<file path="config.mk">
export PLATFORM = sky130hd
export DESIGN_NAME = game_port_axis_pulse_timer
export DESIGN_NICKNAME = d
export VERILOG_FILES = /design/src/rtl/gpt_pkg.sv /design/src/rtl/gpt_cfg_regs.sv /design/src/rtl/gpt_core.sv /design/src/rtl/game_port_axis_pulse_timer.sv
export SDC_FILE = /design/constraint.sdc
export NUM_CORES = 1
export LEC_CHECK = 0
export ABC_CLOCK_PERIOD_IN_PS = 12370
export BUFFER_PORTS_ARGS = -buffer_cell sky130_fd_sc_hd__buf_2
export CORE_ASPECT_RATIO = 1.25
export CORE_MARGIN = 1
export CORE_UTILIZATION = 50
export CTS_CLUSTER_DIAMETER = 100
export CTS_CLUSTER_SIZE = 24
export DETAILED_ROUTE_END_ITERATION = 12
export MAX_ROUTING_LAYER = met4
export PLACE_DENSITY = 0.7
export SETUP_SLACK_MARGIN = 0.4
export SLEW_MARGIN = 20
export SYNTH_ARGS = -nofsm -noshare
export SYNTH_HDL_FRONTEND = slang
export SYNTH_SLANG_ARGS = --single-unit
</file>
<file path="constraint.sdc">
create_clock -name clk -period 12.37 [get_ports clk]
set_input_delay 1.8555 -clock clk [delete_from_list [all_inputs] [get_ports clk]]
set_output_delay 1.8555 -clock clk [all_outputs]
set_load 0.02 [all_outputs]
</file>
<file path="src/rtl/gpt_pkg.sv">
// Shared types, codes and constants for the game port pulse timer.
package gpt_pkg;

    // Field and register widths.
    localparam int TIMEOUT_W   = 14;
    localparam int POS_W       = 32;
    localparam int SAMPLE_W    = 8;
    localparam int CFG_IDX_W   = 3;
    localparam int CFG_DATA_W  = 32;

    // Register defaults and limits.
    localparam int MAX_TIMEOUT_DEF = 10000;
    localparam logic [TIMEOUT_W-1:0] TIMEOUT_RESET = 14'd2000;
    localparam logic [POS_W-1:0]     NO_AXIS       = 32'h8000_0000;
    localparam logic [3:0]           AXIS_NIBBLE   = 4'hf;

    // Configuration register indexes.
    localparam logic [CFG_IDX_W-1:0] REG_TIMEOUT_P0 = 3'd0;
    localparam logic [CFG_IDX_W-1:0] REG_TIMEOUT_P1 = 3'd1;
    localparam logic [CFG_IDX_W-1:0] REG_X_OFF_P0   = 3'd2;
    localparam logic [CFG_IDX_W-1:0] REG_Y_OFF_P0   = 3'd3;
    localparam logic [CFG_IDX_W-1:0] REG_X_OFF_P1   = 3'd4;
    localparam logic [CFG_IDX_W-1:0] REG_Y_OFF_P1   = 3'd5;

    // Input function codes.
    localparam logic FUNC_START = 1'b0;
    localparam logic FUNC_TICK  = 1'b1;

    // Result kinds.
    localparam logic KIND_FIRE = 1'b0;
    localparam logic KIND_DONE = 1'b1;

    // Reading phase.
    typedef enum logic [1:0] {
        PH_IDLE    = 2'd0,
        PH_SETTLE  = 2'd1,
        PH_MEASURE = 2'd2
    } phase_t;

    // Register file contents, indexed by joystick part.
    typedef struct packed {
        logic [1:0][TIMEOUT_W-1:0] timeout;
        logic [1:0][POS_W-1:0]     x_offset;
        logic [1:0][POS_W-1:0]     y_offset;
    } cfg_t;

    // One result item.
    typedef struct packed {
        logic                    kind;
        logic signed [POS_W-1:0] x_position;
        logic signed [POS_W-1:0] y_position;
        logic                    button_one;
        logic                    button_two;
    } res_t;

endpackage

</file>
<file path="src/rtl/gpt_cfg_regs.sv">
// Configuration register file for the game port pulse timer.
module gpt_cfg_regs #(
    parameter int MAX_TIMEOUT = gpt_pkg::MAX_TIMEOUT_DEF
) (
    input  logic                             clk,
    input  logic                             rst_n,
    input  logic                             cfg_we,
    input  logic [gpt_pkg::CFG_IDX_W-1:0]    cfg_index,
    input  logic [gpt_pkg::CFG_DATA_W-1:0]   cfg_data,
    output gpt_pkg::cfg_t                    cfg
);

    gpt_pkg::cfg_t cfg_reg;
    gpt_pkg::cfg_t cfg_next;
    logic [gpt_pkg::TIMEOUT_W-1:0] wr_timeout;
    logic                          timeout_ok;

    // A timeout write outside one to the maximum leaves the register alone.
    assign wr_timeout = cfg_data[gpt_pkg::TIMEOUT_W-1:0];
    assign timeout_ok = (wr_timeout != '0) &&
                        (wr_timeout <= gpt_pkg::TIMEOUT_W'(MAX_TIMEOUT));

    // Register write decode.
    always_comb
    begin
        cfg_next = cfg_reg;
        if (cfg_we)
        begin
            unique case (cfg_index)
                gpt_pkg::REG_TIMEOUT_P0:
                begin
                    if (timeout_ok)
                        cfg_next.timeout[0] = wr_timeout;
                end
                gpt_pkg::REG_TIMEOUT_P1:
                begin
                    if (timeout_ok)
                        cfg_next.timeout[1] = wr_timeout;
                end
                gpt_pkg::REG_X_OFF_P0: cfg_next.x_offset[0] = cfg_data;
                gpt_pkg::REG_Y_OFF_P0: cfg_next.y_offset[0] = cfg_data;
                gpt_pkg::REG_X_OFF_P1: cfg_next.x_offset[1] = cfg_data;
                gpt_pkg::REG_Y_OFF_P1: cfg_next.y_offset[1] = cfg_data;
                default: ;
            endcase
        end
    end

    always_ff @(posedge clk or negedge rst_n)
    begin
        if (!rst_n)
        begin
            cfg_reg.timeout[0]  <= gpt_pkg::TIMEOUT_RESET;
            cfg_reg.timeout[1]  <= gpt_pkg::TIMEOUT_RESET;
            cfg_reg.x_offset[0] <= '0;
            cfg_reg.x_offset[1] <= '0;
            cfg_reg.y_offset[0] <= '0;
            cfg_reg.y_offset[1] <= '0;
        end
        else
        begin
            cfg_reg <= cfg_next;
        end
    end

    assign cfg = cfg_reg;

endmodule

</file>
<file path="src/rtl/gpt_core.sv">
// Reading state and per-item result logic of the game port pulse timer.
module gpt_core (
    input  logic                             clk,
    input  logic                             rst_n,
    input  logic                             step,
    input  logic                             func,
    input  logic                             part,
    input  logic [gpt_pkg::SAMPLE_W-1:0]     sample,
    input  gpt_pkg::cfg_t                    cfg,
    output logic                             res_valid,
    output gpt_pkg::res_t                    res
);

    gpt_pkg::phase_t phase_reg, phase_next;
    logic                            active_part_reg, active_part_next;
    logic [gpt_pkg::TIMEOUT_W-1:0]   tick_count_reg, tick_count_next;
    logic [gpt_pkg::TIMEOUT_W-1:0]   x_count_reg, x_count_next;
    logic [gpt_pkg::TIMEOUT_W-1:0]   y_count_reg, y_count_next;
    logic                            x_seen_reg, x_seen_next;
    logic                            y_seen_reg, y_seen_next;
    logic [gpt_pkg::SAMPLE_W-1:0]    last_sample_reg, last_sample_next;

    logic [gpt_pkg::TIMEOUT_W-1:0]   limit;
    logic [gpt_pkg::TIMEOUT_W-1:0]   tick_inc;
    logic [gpt_pkg::SAMPLE_W-1:0]    part_sample;
    logic                            axes_quiet;
    logic                            limit_hit;
    logic                            settle_fire;
    logic                            x_low_new;
    logic                            y_low_new;
    logic                            measure_done;
    logic                            is_tick;

    // Shared decode of the current tick.
    assign is_tick     = step && (func == gpt_pkg::FUNC_TICK);
    assign limit       = cfg.timeout[active_part_reg];
    assign tick_inc    = tick_count_reg + 1'b1;
    assign limit_hit   = tick_inc >= limit;
    assign axes_quiet  = (sample & gpt_pkg::SAMPLE_W'(gpt_pkg::AXIS_NIBBLE)) == '0;
    assign settle_fire = axes_quiet || limit_hit;
    assign part_sample = active_part_reg ? (sample >> 2) : sample;
    assign x_low_new   = !x_seen_reg && !part_sample[0];
    assign y_low_new   = !y_seen_reg && !part_sample[1];
    assign measure_done = ((x_seen_reg || x_low_new) && (y_seen_reg || y_low_new)) ||
                          limit_hit;

    // Next phase.
    always_comb
    begin
        phase_next = phase_reg;
        if (step)
        begin
            if (func == gpt_pkg::FUNC_START)
                phase_next = gpt_pkg::PH_SETTLE;
            else
            begin
                unique case (phase_reg)
                    gpt_pkg::PH_SETTLE:
                    begin
                        if (settle_fire)
                            phase_next = gpt_pkg::PH_MEASURE;
                    end
                    gpt_pkg::PH_MEASURE:
                    begin
                        if (measure_done)
                            phase_next = gpt_pkg::PH_IDLE;
                    end
                    default: phase_next = phase_reg;
                endcase
            end
        end
    end

    // Counters, latches and result.
    always_comb
    begin
        active_part_next = active_part_reg;
        tick_count_next  = tick_count_reg;
        x_count_next     = x_count_reg;
        y_count_next     = y_count_reg;
        x_seen_next      = x_seen_reg;
        y_seen_next      = y_seen_reg;
        last_sample_next = last_sample_reg;
        res_valid        = 1'b0;
        res              = '0;
        if (step)
        begin
            if (func == gpt_pkg::FUNC_START)
            begin
                active_part_next = part;
                tick_count_next  = '0;
                x_count_next     = '0;
                y_count_next     = '0;
                x_seen_next      = 1'b0;
                y_seen_next      = 1'b0;
            end
            else
            begin
                unique case (phase_reg)
                    gpt_pkg::PH_SETTLE:
                    begin
                        if (settle_fire)
                        begin
                            tick_count_next = '0;
                            x_count_next    = '0;
                            y_count_next    = '0;
                            x_seen_next     = 1'b0;
                            y_seen_next     = 1'b0;
                            res_valid       = 1'b1;
                            res.kind        = gpt_pkg::KIND_FIRE;
                        end
                        else
                            tick_count_next = tick_inc;
                    end
                    gpt_pkg::PH_MEASURE:
                    begin
                        last_sample_next = sample;
                        tick_count_next  = tick_inc;
                        if (x_low_new)
                        begin
                            x_seen_next  = 1'b1;
                            x_count_next = tick_inc;
                        end
                        if (y_low_new)
                        begin
                            y_seen_next  = 1'b1;
                            y_count_next = tick_inc;
                        end
                        if (measure_done)
                        begin
                            res_valid  = 1'b1;
                            res.kind   = gpt_pkg::KIND_DONE;
                            res.x_position = x_seen_next ?
                                (cfg.x_offset[active_part_reg] +
                                 gpt_pkg::POS_W'(x_count_next)) : gpt_pkg::NO_AXIS;
                            res.y_position = y_seen_next ?
                                (cfg.y_offset[active_part_reg] +
                                 gpt_pkg::POS_W'(y_count_next)) : gpt_pkg::NO_AXIS;
                            // Buttons are active low on the port.
                            res.button_one = ~part_sample[4];
                            res.button_two = ~part_sample[5];
                        end
                    end
                    default: ;
                endcase
            end
        end
    end

    always_ff @(posedge clk or negedge rst_n)
    begin
        if (!rst_n)
        begin
            phase_reg       <= gpt_pkg::PH_IDLE;
            active_part_reg <= 1'b0;
            tick_count_reg  <= '0;
            x_count_reg     <= '0;
            y_count_reg     <= '0;
            x_seen_reg      <= 1'b0;
            y_seen_reg      <= 1'b0;
            last_sample_reg <= '0;
        end
        else
        begin
            phase_reg       <= phase_next;
            active_part_reg <= active_part_next;
            tick_count_reg  <= tick_count_next;
            x_count_reg     <= x_count_next;
            y_count_reg     <= y_count_next;
            x_seen_reg      <= x_seen_next;
            y_seen_reg      <= y_seen_next;
            last_sample_reg <= last_sample_next;
        end
    end

    // A tick with no reading under way never produces a result.
    assert property (@(posedge clk) disable iff (!rst_n)
        (is_tick && phase_reg == gpt_pkg::PH_IDLE) |-> !res_valid)
        else $error("result produced while idle");

    // Completion results come only from the measure phase.
    assert property (@(posedge clk) disable iff (!rst_n)
        (res_valid && res.kind == gpt_pkg::KIND_DONE) |-> phase_reg == gpt_pkg::PH_MEASURE)
        else $error("done result outside measure phase");

    // A completed reading leaves the block idle.
    assert property (@(posedge clk) disable iff (!rst_n)
        (res_valid && res.kind == gpt_pkg::KIND_DONE) |=> phase_reg == gpt_pkg::PH_IDLE)
        else $error("phase not idle after done");

    // A start always opens a fresh settle phase.
    assert property (@(posedge clk) disable iff (!rst_n)
        (step && func == gpt_pkg::FUNC_START) |=>
        (phase_reg == gpt_pkg::PH_SETTLE && !x_seen_reg && !y_seen_reg && tick_count_reg == '0))
        else $error("start did not clear the reading");

endmodule

</file>
<file path="src/rtl/game_port_axis_pulse_timer.sv">
// Top level of the game port pulse timer: input and result registers around the core.
// A result passes through the input register and then the result register before the master side offers it.
// Throughput: one input transfer per cycle while results are taken; the state
// update and position add sit between the input register and the result register.
// Reset: rst_n clears the reading state to idle, empties both registers and
// loads timeouts of 2000 us and zero offsets.
module game_port_axis_pulse_timer #(
    parameter int MAX_TIMEOUT = gpt_pkg::MAX_TIMEOUT_DEF
) (
    input  logic                             clk,
    input  logic                             rst_n,
    // Input stream.
    input  logic                             s_axis_tvalid,
    output logic                             s_axis_tready,
    input  logic [15:0]                      s_axis_tdata,  // part, port_sample, zero pad
    input  logic                             s_axis_tuser,  // func
    // Result stream.
    output logic                             m_axis_tvalid,
    input  logic                             m_axis_tready,
    output logic [71:0]                      m_axis_tdata,  // x_position, y_position,
                                                            // button_one, button_two, zero pad
    output logic                             m_axis_tuser,  // kind
    // Configuration write port.
    input  logic                             cfg_we,
    input  logic [gpt_pkg::CFG_IDX_W-1:0]    cfg_index,
    input  logic [gpt_pkg::CFG_DATA_W-1:0]   cfg_data
);

    gpt_pkg::cfg_t cfg;
    gpt_pkg::res_t res;
    gpt_pkg::res_t out_res_reg;
    logic          res_valid;

    logic                          in_valid_reg, in_valid_next;
    logic                          in_func_reg;
    logic                          in_part_reg;
    logic [gpt_pkg::SAMPLE_W-1:0]  in_sample_reg;
    logic                          out_valid_reg, out_valid_next;
    logic                          s_xfer;
    logic                          advance;

    // Handshake control: the held item moves on when the result register frees up.
    assign advance       = in_valid_reg && (!out_valid_reg || m_axis_tready);
    assign s_axis_tready = !in_valid_reg || advance;
    assign s_xfer        = s_axis_tvalid && s_axis_tready;

    assign in_valid_next  = s_xfer ? 1'b1 : (advance ? 1'b0 : in_valid_reg);
    assign out_valid_next = advance ? res_valid :
                            (m_axis_tready ? 1'b0 : out_valid_reg);

    // Valid flags.
    always_ff @(posedge clk or negedge rst_n)
    begin
        if (!rst_n)
        begin
            in_valid_reg  <= 1'b0;
            out_valid_reg <= 1'b0;
        end
        else
        begin
            in_valid_reg  <= in_valid_next;
            out_valid_reg <= out_valid_next;
        end
    end

    // Payload registers.
    always_ff @(posedge clk)
    begin
        if (s_xfer)
        begin
            in_func_reg   <= s_axis_tuser;
            in_part_reg   <= s_axis_tdata[0];
            in_sample_reg <= s_axis_tdata[gpt_pkg::SAMPLE_W:1];
        end
        if (advance && res_valid)
            out_res_reg <= res;
    end

    gpt_cfg_regs #(
        .MAX_TIMEOUT (MAX_TIMEOUT)
    ) u_cfg (
        .clk       (clk),
        .rst_n     (rst_n),
        .cfg_we    (cfg_we),
        .cfg_index (cfg_index),
        .cfg_data  (cfg_data),
        .cfg       (cfg)
    );

    gpt_core u_core (
        .clk       (clk),
        .rst_n     (rst_n),
        .step      (advance),
        .func      (in_func_reg),
        .part      (in_part_reg),
        .sample    (in_sample_reg),
        .cfg       (cfg),
        .res_valid (res_valid),
        .res       (res)
    );

    // Result packing.
    assign m_axis_tvalid = out_valid_reg;
    assign m_axis_tuser  = out_res_reg.kind;
    assign m_axis_tdata  = {6'b0, out_res_reg.button_two, out_res_reg.button_one,
                            out_res_reg.y_position, out_res_reg.x_position};

endmodule

</file>
# [Yosys cells after proc, flatten, opt, wreduce, memory -nomap -nowiden]
# Cells that the tools add are included.
[word_totals] regBits=282
[op_classes] n_eq_ne=10 n_reduce_logical=38 n_mux=52 n_addsub=3 n_bitwise=3 n_lt_le_gt_ge=3
[op_table] op="$mux W14" n=15
[op_table] op="$mux W32" n=6
[op_table] op="$pmux W14 S2" n=3
[op_table] op="$mux W67" n=1
[op_table] op="$add A32 B14 Y32" n=2
[op_table] op="$mux W1" n=19
[op_table] op="$add A14 B1 Y14 const B" n=1
[op_table] op="$ge A14 B14 Y1" n=1
[op_table] op="$le A14 B14 Y1 const B" n=1
[op_table] op="$reduce_bool A14 Y1" n=1
[op_table] op="$reduce_and A2 Y1" n=6
[op_table] op="$reduce_and A3 Y1" n=4
[op_table] op="$reduce_and A5 Y1" n=2
[op_table] op="$logic_not A8 Y1" n=1
[op_table] op="$reduce_and A4 Y1" n=2
[op_table] op="$logic_and A1 B1 Y1" n=7
[op_table] op="$eq A3 B2 Y1 const B" n=2
[op_table] op="$eq A3 B3 Y1 const B" n=2
[op_table] op="$logic_not A1 Y1" n=6
[op_table] op="$logic_or A1 B1 Y1" n=6
[op_table] op="$mux W2" n=3
[op_table] op="$mux W6" n=1
[op_table] op="$ne A3 B2 Y1 const B" n=2
[op_table] op="$pmux W1 S2" n=3
[op_table] op="other kinds (9)" n=12

# [Depth between registers and ports, before layout]
# Gate-level depths: netlist of the first run.
[depth] ltp_word=11 depth_mapped=17 depth_no_buf=15

# [By module]
# A second synthesis of the first run with hierarchy kept.
[unflattened] hier_cells=1287 hier_area_um2=14868.0
[modules_own_cells] mod="gpt_core" seq_area_each_um2=1176.1 cells_each=841 area_per_inst_um2=6368.6 n_inst=1
[modules_own_cells] mod="gpt_cfg_regs" seq_area_each_um2=3918.8 cells_each=352 area_per_inst_um2=6027.0 n_inst=1
[modules_own_cells] mod="game_port_axis_pulse_timer" seq_area_each_um2=2362.3 cells_each=94 area_per_inst_um2=2472.4 n_inst=1

# [Least setup slack after synthesis of the first run]
# Ideal clock, no wire load.
[synth_timing] path_type="reg2reg" startpoint="register u_core.active_part_reg" endpoint="register out_res_reg, in the netlist m_axis_tdata[0], enable pin" path_slack_ns=6.348 path_stages_with_launch=15 arrival_time_ns=5.529 setup_time_ns=0.492 t_required_ns=11.878 n_path_buf=6 cell_sequence="dfrtp_1 buf_4 buf_2 buf_4 buf_2 buf_2 buf_2 mux2i_1 ha_1 nand4_2 nor4_2 a211oi_2 a21oi_1 nand3b_1 nor2_1"
[synth_via] elab_chain_len=11 word_cells_on_any_way=19 classes_between="order compare (1); mux (8); reduce/logical (10)"
[synth_rtl] item="from (decl)" line="gpt_core.sv:15" rtl="logic active_part_reg, active_part_next;"
[synth_rtl] item="from (signal assigned)" line="gpt_core.sv:166" rtl="active_part_reg <= active_part_next;"
[synth_rtl] item="parallel branches: the longest is 7 deep, another holds $ge A14 B14 Y1"
[synth_rtl] item="$pmux W1 S2 (*)" line="gpt_core.sv:99" rtl="unique case (phase_reg)"
[synth_rtl] item="$mux W1 (*)" line="gpt_core.sv:88" rtl="if (func == gpt_pkg::FUNC_START)"
[synth_rtl] item="$mux W1 (*)" line="gpt_core.sv:86" rtl="if (step)"
[synth_rtl] item="$logic_and A1 B1 Y1 (*)" line="game_port_axis_pulse_timer.sv:75" rtl="if (advance && res_valid)"
[synth_rtl] item="to (signal assigned)" line="game_port_axis_pulse_timer.sv:76" rtl="out_res_reg <= res;"
[synth_rtl] item="to (decl)" line="game_port_axis_pulse_timer.sv:31" rtl="gpt_pkg::res_t out_res_reg;"
# Every way passes the cells marked *. The select of a mux whose other input is x is not followed.
# A chain may end at the register's enable or synchronous reset.

# [Final worst setup path of the first run]
[layout_timing] startpoint="register u_core.active_part_reg" endpoint="register out_res_reg, in the netlist m_axis_tdata[20], data pin"
[layout_via] elab_chain_len=8 word_cells_on_any_way=24 classes_between="add/sub (1); order compare (1); mux (13); reduce/logical (9)"
[layout_rtl] item="$mux W6" line="gpt_core.sv:41" rtl="assign part_sample = active_part_reg ? (sample >> 2) : sample;"
[layout_rtl] item="$logic_not A1 Y1" line="gpt_core.sv:42" rtl="assign x_low_new = !x_seen_reg && !part_sample[0];"
[layout_rtl] item="$logic_and A1 B1 Y1" line="gpt_core.sv:42"
[layout_rtl] item="$mux W14 or $mux W1 (tied branches)" line="gpt_core.sv:119" rtl="if (x_low_new)"
[layout_rtl] item="$mux W14 or $mux W1 (tied branches)" line="gpt_core.sv:99"
[layout_rtl] item="$mux W14 or $mux W1 (tied branches)" line="gpt_core.sv:88"
[layout_rtl] item="$mux W14 or $mux W1 (tied branches)" line="gpt_core.sv:86"
[layout_rtl] item="$add A32 B14 Y32 or $reduce_and A5 Y1 (tied branches)"
# Parallel ways exist; a longest one is shown, timed or not. The select of a mux whose other input is x is not followed.

==> key figures, run 1 <==
Global routing
  • Initial antenna violation count: 0
  • Total Routing Usage GR: 23.6%
  • Vias in the first global route: 10100
  • First-pass GRT wire length: 54100 um
  • Largest net degree at the start of global routing: 136
  • Gr ovfl total: 0

Route
  • DR vias: 10100
  • Post-Route WL: 33700 um
  • Violation count after the first detailed-route iteration: 722
  • Routed Antenna Nets: 0
  • DR vias/cell: 5.72
  • DRC: 0
  • Drt pass-1 iters: 5
  • Routed len/inst: 19.1 um

Power and ir drop
  • P per Cell Area: 166 nW/um^2
  • Power, Total: 2.66 mW
  • Static leakage: 6.90 nW
  • Max IR drop VDD: 0.0908 mV

Synth
  • Yosys warnings: 0
  • Syn_area_per_cell: 11.5 um^2
  • Synthesized-area fraction occupied by adder cells: 4.20%
  • Compound-gate portion of the synthesized area: 9.58%
  • Synth Instances: 1276
  • Netlist Area Pre-Place: 14700 um^2
  • Seq/Total Area, Yosys: 50.9%
  • Xor/xnor share of the synthesized area: 3.29%
  • Seq cells post-synth: 282
  • Asr flop ratio synth: 72.7%
  • Synth cell types: 70
  • Largest family of logic cells by synthesized area: multiplexers
  • Ys flop type: dfrtp_1
  • Multiplexer share of the synthesized area: 17.4%
  • Post-synth EDFFs: 77
  • Synth Area in Simple Gates: 11.7%

Clock tree
  • CTS clock-pin slew for the worst setup and hold paths: 100 ps
  • Max clock buf depth: 3
  • Setup Buffers After CTS: 0
  • Clock H-tree levels: 1
  • TritonCTS Buffers: 15
  • Skew-Pair Late Insertion Delay: 490 ps
  • TritonCTS sink count: 282
  • Post-CTS resize count: 0
  • # hold bufs at CTS: 0
  • Root Driver: clkbuf_16
  • CTS tree: done

Finish
  • Layout cell share with drive strength beyond 1: 26.5%
  • Most frequent cells in the layout: dfrtp_1 (192), mux2_2 (191), buf_2 (117), nand2_1 (99), nor2_1 (95)
  • Nets: 1476
  • Layout area overhead: 9.40%
  • N_diodes: 0
  • Final Non-Filler Cells: 1769
  • Commonest non-fill, non-tap cell in the layout: dfrtp_1
  • Post-route cell area: 16000 um^2
  • Max FFs per register: 156
  • Post-layout util: 55.9%

Critical path
  • WP data arrival: 5470 ps
  • Register-to-register path setup slack: 7270 ps
  • CP Depth: 13
  • Worst Path Max Fanout: 50
  • Reg2reg start: u_core.active_part_reg
  • Slowest CP cell: dfrtp_4
  • R2r endpoint: m_axis_tdata[20]
  • Worst setup path startpoint: u_core.active_part_reg
  • Critical path type: register to register
  • Crit path buffers/inverters: 1
  • Critical Path RT: 12740 ps
  • R2R cell count: 13
  • CP endpoint kind: register
  • CP Launch Type: register
  • Largest delay contributor family on the critical path: simple AND/OR/NAND/NOR gates
  • Crit path cell chain: mux2i_1 > nand2b_1 > o21ai_0 > ha_1 > inv_1 > fa_1 > nor2b_1 > o31a_1 > o21ai_0 > a21oi_1 > nor2_1 > or4_1 > nand2_1
  • Most frequent CP cell: o21ai_0
  • CP max stage delay: 880 ps
  • Worst Setup EP: m_axis_tdata[20]

Run status
  • Status: completed

Floorplanning
  • Core area: 28700 um^2
  • # IOs: 132
  • Die area: 30000 um^2
  • Die width: 155 um
  • Initial Utilization: 51.1%
  • Die H: 193 um
  • Std-Cell Rows: 69

Place
  • Placed Area: 15600 um^2
  • Post-DP HPWL: 24000 um
  • Placed cell count: 1743
  • Place WS: 7370 ps
  • Final GP Congestion: 0.831
  • Port Buffer Count: 118

STA
  • Hold_ws: 484 ps
  • Tightest Pin Transition: 1020 ps
  • Final Max Slew Viols: 0
  • Final WS setup: 7270 ps
  • RSZ-0062 raised after global routing: no
  • Min cycle time layout: 5100 ps
  • Tcrit/Tclk final: 41.3%
  • Setup TNS: 0 ps
  • Final hold viol count: 0
  • Worst rel slew slack: 31.8%
  • Fmax: 0.196 GHz
  • Final Setup Violations: 0
  • Final Skew: 25.1 ps

Job
  • Max_cap viols: 0

Worst hold path
  • Worst Hold Class: register to register
==> how the worst min path moves through the flow <==
stage	start	to	cells past startpoint
final	u_core.y_count_reg[3]	u_core.y_count_reg[3]	2
after global routing	u_core.y_count_reg[4]	u_core.y_count_reg[4]	2
after CTS	u_core.y_count_reg[3]	u_core.y_count_reg[3]	2
after detailed placement	in_part_reg	u_core.active_part_reg	1
after global placement	u_core.y_count_reg[2]	u_core.y_count_reg[2]	2
after floorplan	u_core.x_count_reg[2]	u_core.x_count_reg[2]	2
==> cell families after synthesis <==
logic type | count (synthesis)
AOI/OAI and AO/OA | 214
DFF | 282
buffers and inverters | 90
muxes | 231
adders and majority gates | 48
xor gates and xnor gates | 55
other | 1
and+or+nand+nor | 355
==> power by group <==
part           internal, mW  total (mW)  leakage [nW]  switching, mW
registers              1.10        1.22          3.34          0.122
clock network         0.231       0.526         0.200          0.295
logic                 0.409       0.919          3.36          0.509
==> metal layers <==
layer  GRT usage [%]  share of wire (%)
met1            28.5                 41
met5               -                  0
met4            5.65                2.2
met3            1.84                3.7
met2            42.5                 53
==> cells in the mapped netlist, drive strengths merged (3+ instances only) <==
library cell / instances / area, um^2
xnor2: 31 / 272
o2bb2ai: 10 / 87.6
mux2i: 40 / 400
o22ai: 3 / 18.8
nor3b: 5 / 37.5
a21oi: 43 / 219
nand3: 41 / 205
and2: 5 / 31.3
nand3b: 4 / 30.0
nand4b: 4 / 35.0
a32o: 4 / 40.0
dfrtp: 193 / 4830
edfxtp: 77 / 2310
xor2: 24 / 210
a21o: 11 / 82.6
nor2: 97 / 364
nor3: 19 / 95.1
buf: 37 / 219
and3: 6 / 37.5
o41ai: 7 / 68.8
o211ai: 7 / 52.6
nand2b: 14 / 87.6
a311oi: 3 / 26.3
nand4: 19 / 125
dfstp: 12 / 315
o31ai: 6 / 45.0
a31o: 3 / 26.3
nor2b: 23 / 144
a211oi: 8 / 65.1
o21ai: 64 / 320
or3: 3 / 18.8
ha: 46 / 576
o21bai: 4 / 33.8
a22oi: 3 / 22.5
inv: 31 / 116
a31oi: 11 / 68.8
clkbuf: 22 / 82.6
mux2: 191 / 2150
o21a: 9 / 67.6
nand2: 99 / 372
and4: 6 / 52.6
nor4: 3 / 25.0
a32oi: 4 / 35.0
==> area by class of cell <==
type / instances / area (um^2)
clock buffers: 24 / 409
clock inverters: 1 / 8.76
fillers: 2482 / 12600
inverters: 31 / 116
multi-input cells: 909 / 6820
flip-flops and latches: 282 / 7460
well taps: 390 / 488
repair buffers: 132 / 726
==> tightest hold or removal path, stage by stage, from the launching register on <==
cell     delay [ps]
dfrtp_1         350
nand2_1          50
o41ai_1          50
(Power assumes the default switching activity.)
==> run 2: changes to the inputs <==
ABC_CLOCK_PERIOD_IN_PS = 4700   (was 12370)
clock period = 4.7 ns   (was 12.37 ns; I/O delays follow)
==> key figures, run 2 (synthesized netlist as in run 1, its figures left out) <==
Run status
  • Status: completed

Floorplanning
  • # IOs: 132
  • Initial Utilization: 51.1%
  • Die area: 30000 um^2
  • Std-Cell Rows: 69
  • Die width: 155 um
  • Die H: 193 um
  • Core area: 28700 um^2

Power and ir drop
  • Power Internal: 4.69 mW
  • Sequential Power Share: 44.0%
  • Static leakage: 7.03 nW
  • Sw frac: 34.3%
  • Power share of the clock group: 20.5%
  • Max IR drop VDD: 0.334 mV
  • Comb pwr share: 35.4%
  • Sw Pwr: 2.45 mW
  • P per Cell Area: 439 nW/um^2

Place
  • Placed cell count: 1762
  • Post-DP HPWL: 24300 um
  • Final GP Congestion: 0.868
  • Port Buffer Count: 118
  • Placed Area: 15800 um^2

Global routing
  • Total Routing Usage GR: 23.4%
  • Largest net degree at the start of global routing: 122
  • Vias in the first global route: 10000
  • Gr ovfl total: 0
  • First-pass GRT wire length: 53600 um
  • Initial antenna violation count: 1

Clock tree
  • Max clock buf depth: 3
  • Root Driver: clkbuf_16
  • Setup Buffers After CTS: 0
  • TritonCTS Buffers: 15
  • Skew-Pair Late Insertion Delay: 500 ps
  • CTS tree: done
  • Clock H-tree levels: 1
  • TritonCTS sink count: 282
  • CTS clock-pin slew for the worst setup and hold paths: 110 ps

Critical path
  • R2r endpoint: m_axis_tdata[31]
  • CP endpoint kind: register
  • Worst Setup EP: m_axis_tdata[31]
  • R2R cell count: 12
  • CP Launch Type: register
  • Critical path type: register to register
  • Largest delay contributor family on the critical path: compound AO/OA/AOI/OAI gates
  • Crit path cell chain: mux2i_2 > nand2b_1 > buf_4 > o21ai_0 > ha_1 > and3_1 > and3_1 > a31oi_1 > a311oi_1 > nand3_1 > xnor2_1 > a21oi_1
  • CP max stage delay: 550 ps
  • Worst Path Max Fanout: 18
  • Most frequent CP cell: and3_1
  • Worst setup path startpoint: u_core.active_part_reg
  • Crit path buffers/inverters: 1
  • WP data arrival: 4280 ps
  • Register-to-register path setup slack: 660 ps
  • Critical Path RT: 4940 ps
  • Slowest CP cell: dfrtp_4
  • CP Depth: 12
  • Reg2reg start: u_core.active_part_reg

Route
  • Highest routed layer: met4
  • Routed Antenna Nets: 0
  • M1 WL: 14100 um
  • DRC: 0
  • Post-Route WL: 33900 um
  • Routed wl met3: 1270 um
  • Routed len/inst: 18.9 um
  • Met2 WL post-DR: 17400 um
  • Drt pass-1 iters: 8
  • Violation count after the first detailed-route iteration: 462
  • DR vias: 10200
  • DR vias/cell: 5.68

Finish
  • Most frequent cells in the layout: mux2_2 (191), dfrtp_1 (191), buf_2 (117), nand2_1 (99), nor2_1 (95)
  • Nets: 1495
  • Final Non-Filler Cells: 1790
  • Post-route cell area: 16300 um^2
  • Layout cell share with drive strength beyond 1: 27.9%
  • Layout area overhead: 11.1%
  • Max FFs per register: 156

STA
  • Final Setup Violations: 0
  • Min cycle time layout: 4040 ps
  • Final Max Slew Viols: 0
  • Setup TNS: 0 ps
  • RSZ-0062 raised after global routing: no
  • Final Skew: 17.7 ps
  • Tightest Pin Transition: 826 ps
  • Hold_ws: 95.1 ps
  • Fmax: 0.248 GHz
  • Final hold viol count: 0
  • Worst rel slew slack: 44.8%
  • Tcrit/Tclk final: 85.9%

Job
  • Max_cap viols: 0

Worst hold path
  • Worst Hold Class: primary input to async pin
run 2: final cells by class:
class | instances | area (um^2)
well taps | 390 | 488
diodes | 1 | 2.50
multi-input cells | 909 | 6840
clock buffers | 24 | 419
fillers | 2472 | 12400
inverters | 31 | 116
flip-flops and latches | 282 | 7460
repair buffers | 151 | 917
clock inverters | 2 | 38.8
run 2: timing repair:
action / CTS / global route
gates resized for setup: 0 / 8
endpoints found under the setup margin: 0 / 29
hold buffers: 0 / 0
run 2: power by group through the flow:
stage                     logic (mW)  clock network (mW)  registers (mW)
final                           2.53                1.47            3.15
after global routing            2.79                1.59            3.20
after CTS                       2.53                1.50            3.14
after detailed placement        2.52                   0            3.19
after global placement          2.48                   0            3.17
after floorplan                 1.96                   0            3.10
run 2: worst min path at each step:
stage                             to  slack (ps)  cells after the start
2_1_floorplan           in_valid_reg         410                      0
3_3_place_gp   u_core.x_count_reg[2]         460                      2
3_5_place_dp   u_core.x_count_reg[3]         460                      2
4_1_cts                  in_func_reg         360                      1
5_1_grt        u_core.y_count_reg[1]          90                      1
6_report       u_core.y_count_reg[3]         100                      1
run 2: metrics by stage:
| step | power [mW] | utilization (%) | worst slack [ps] |
|---|---|---|---|
| floorplan | 5.06 | - | 515 |
| global placement | 5.65 | 55.0 | 626 |
| detailed placement | 5.71 | 55.0 | 592 |
| CTS | 7.17 | 56.6 | 546 |
| global route | 7.57 | 56.8 | 407 |
| finish | 7.14 | 56.8 | 662 |
run 2: metal layers:
metal | vias to the layer above | track usage [%]
met4 | 0 | 8.18
met2 | 192 | 40.5
met5 | - | -
met3 | 54 | 2.55
met1 | 5059 | 28.3
li1 | 4858 | -
==> run 3: changes to the inputs <==
CORE_ASPECT_RATIO = unset   (was 1.25)
==> key figures, run 3 (synthesized netlist as in run 1, its figures left out) <==
Global routing
  • Initial antenna violation count: 0
  • Largest net degree at the start of global routing: 103
  • Total Routing Usage GR: 23.9%
  • First-pass GRT wire length: 54800 um
  • Vias in the first global route: 9789
  • Gr ovfl total: 0

Critical path
  • Critical path type: register to register
  • CP max stage delay: 440 ps
  • WP data arrival: 4360 ps
  • Crit path buffers/inverters: 1
  • Worst Path Max Fanout: 6
  • Crit path cell chain: and2_1 > nand3_1 > nor2_1 > and3_1 > xnor2_1 > o21ai_0 > ha_1 > and3_1 > and3_1 > a31oi_1 > a311oi_1 > buf_4 > nand3_1 > xnor2_1 > a21oi_1
  • Worst setup path startpoint: u_core.tick_count_reg[2]
  • Most frequent CP cell: and3_1
  • Slowest CP cell: ha_1
  • Largest delay contributor family on the critical path: simple AND/OR/NAND/NOR gates
  • Reg2reg start: u_core.tick_count_reg[2]
  • CP Launch Type: register
  • CP endpoint kind: register
  • Critical Path RT: 4950 ps

Finish
  • Most frequent cells in the layout: dfrtp_1 (192), mux2_2 (191), buf_2 (117), nand2_1 (99), nor2_1 (95)
  • Post-route cell area: 16200 um^2
  • Fill count: 2475
  • Multi-input combinational cell area: 6830 um^2
  • Layout cell share with drive strength beyond 1: 27.7%
  • Register area: 7460 um^2
  • Post-layout util: 56.4%
  • Max FFs per register: 156
  • Layout area overhead: 10.8%
  • Commonest non-fill, non-tap cell in the layout: dfrtp_1
  • Nets: 1493
  • Final Non-Filler Cells: 1780
  • N_diodes: 0

STA
  • Final WS setup: 594 ps
  • Final Skew: 23.2 ps
  • Fmax: 0.244 GHz
  • Tcrit/Tclk final: 87.4%
  • Min cycle time layout: 4110 ps
  • RSZ-0062 raised after global routing: yes
  • Worst rel slew slack: 42.9%
  • Tightest Pin Transition: 857 ps
  • Final Setup Violations: 0
  • Final hold viol count: 0
  • Hold_ws: 254 ps
  • Setup TNS: 0 ps
  • Final Max Slew Viols: 0

Power and ir drop
  • Power, Total: 7.17 mW
  • P per Cell Area: 442 nW/um^2
  • Static leakage: 7.01 nW
  • Max IR drop VDD: 0.346 mV

Place
  • Port Buffer Count: 118
  • Post-DP HPWL: 24400 um
  • Place WS: 540 ps
  • Placed cell count: 1754
  • Placed Area: 15800 um^2
  • Final GP Congestion: 0.946

Clock tree
  • TritonCTS sink count: 282
  • Setup Buffers After CTS: 0
  • Max clock buf depth: 3
  • Skew-Pair Late Insertion Delay: 510 ps
  • Clock H-tree levels: 1
  • CTS clock-pin slew for the worst setup and hold paths: 100 ps
  • CTS tree: done
  • Root Driver: clkbuf_16
  • Post-CTS resize count: 0
  • # hold bufs at CTS: 0
  • TritonCTS Buffers: 15

Floorplanning
  • Die H: 173 um
  • Die width: 173 um
  • Std-Cell Rows: 62
  • Core area: 28800 um^2
  • Die area: 30000 um^2
  • Initial Utilization: 50.9%
  • # IOs: 132

Route
  • Routed len/inst: 19.3 um
  • Drt pass-1 iters: 8
  • DR vias/cell: 5.74
  • Routed Antenna Nets: 0
  • Post-Route WL: 34300 um
  • DR vias: 10200
  • Violation count after the first detailed-route iteration: 865
  • DRC: 0

Run status
  • Status: completed

Job
  • Max_cap viols: 0

Worst hold path
  • Worst Hold Class: primary input to async pin
## run 3: per-layer routing
metal,vias to the layer above,share of wire [%],track usage (%)
met5,-,0,-
met2,266,44,35.5
met3,41,4.6,3.23
met4,0,2.0,4.76
met1,5049,49,35.2
li1,4853,-,-
## run 3: area by class of cell
class / count / area share [%]
multi-input cells: 909 / 42.1
flip-flops and latches: 282 / 46.0
repair buffers: 149 / 5.63
clock buffers: 24 / 2.59
clock inverters: 1 / 0.0308
inverters: 31 / 0.717
well taps: 384 / 2.96
## run 3: report_power, final
| group | internal (mW) | total (mW) | switching (mW) |
|---|---|---|---|
| registers | 2.89 | 3.13 | 0.243 |
| logic | 1.14 | 2.64 | 1.50 |
| clock network | 0.623 | 1.40 | 0.779 |
## run 3: path summary, 6_finish.rpt
| check | slack, ps | depth (start not counted) | end |
|---|---|---|---|
| setup / recovery | 590 | 15 | m_axis_tdata[31] |
| hold / removal | 250 | 1 | u_cfg.cfg[123] |
| setup reg to reg | 590 | 15 | m_axis_tdata[31] |
| hold reg to reg | 490 | 2 | u_core.x_count_reg[1] |
| max in group asynchronous | 3420 | 2 | u_cfg.cfg[107] |
| min in group clk | 380 | 1 | in_sample_reg[4] |
## run 3: worst reg2reg max path, delay by kind of cell (launching register included)
family                     cells  cell delay (ps)
AOI/OAI and AO/OA              4              820
DFF                            1              430
and+or+nand+nor                7             1450
xor gates and xnor gates       2              530
buffers and inverters          1              180
adders and majority gates      1              440
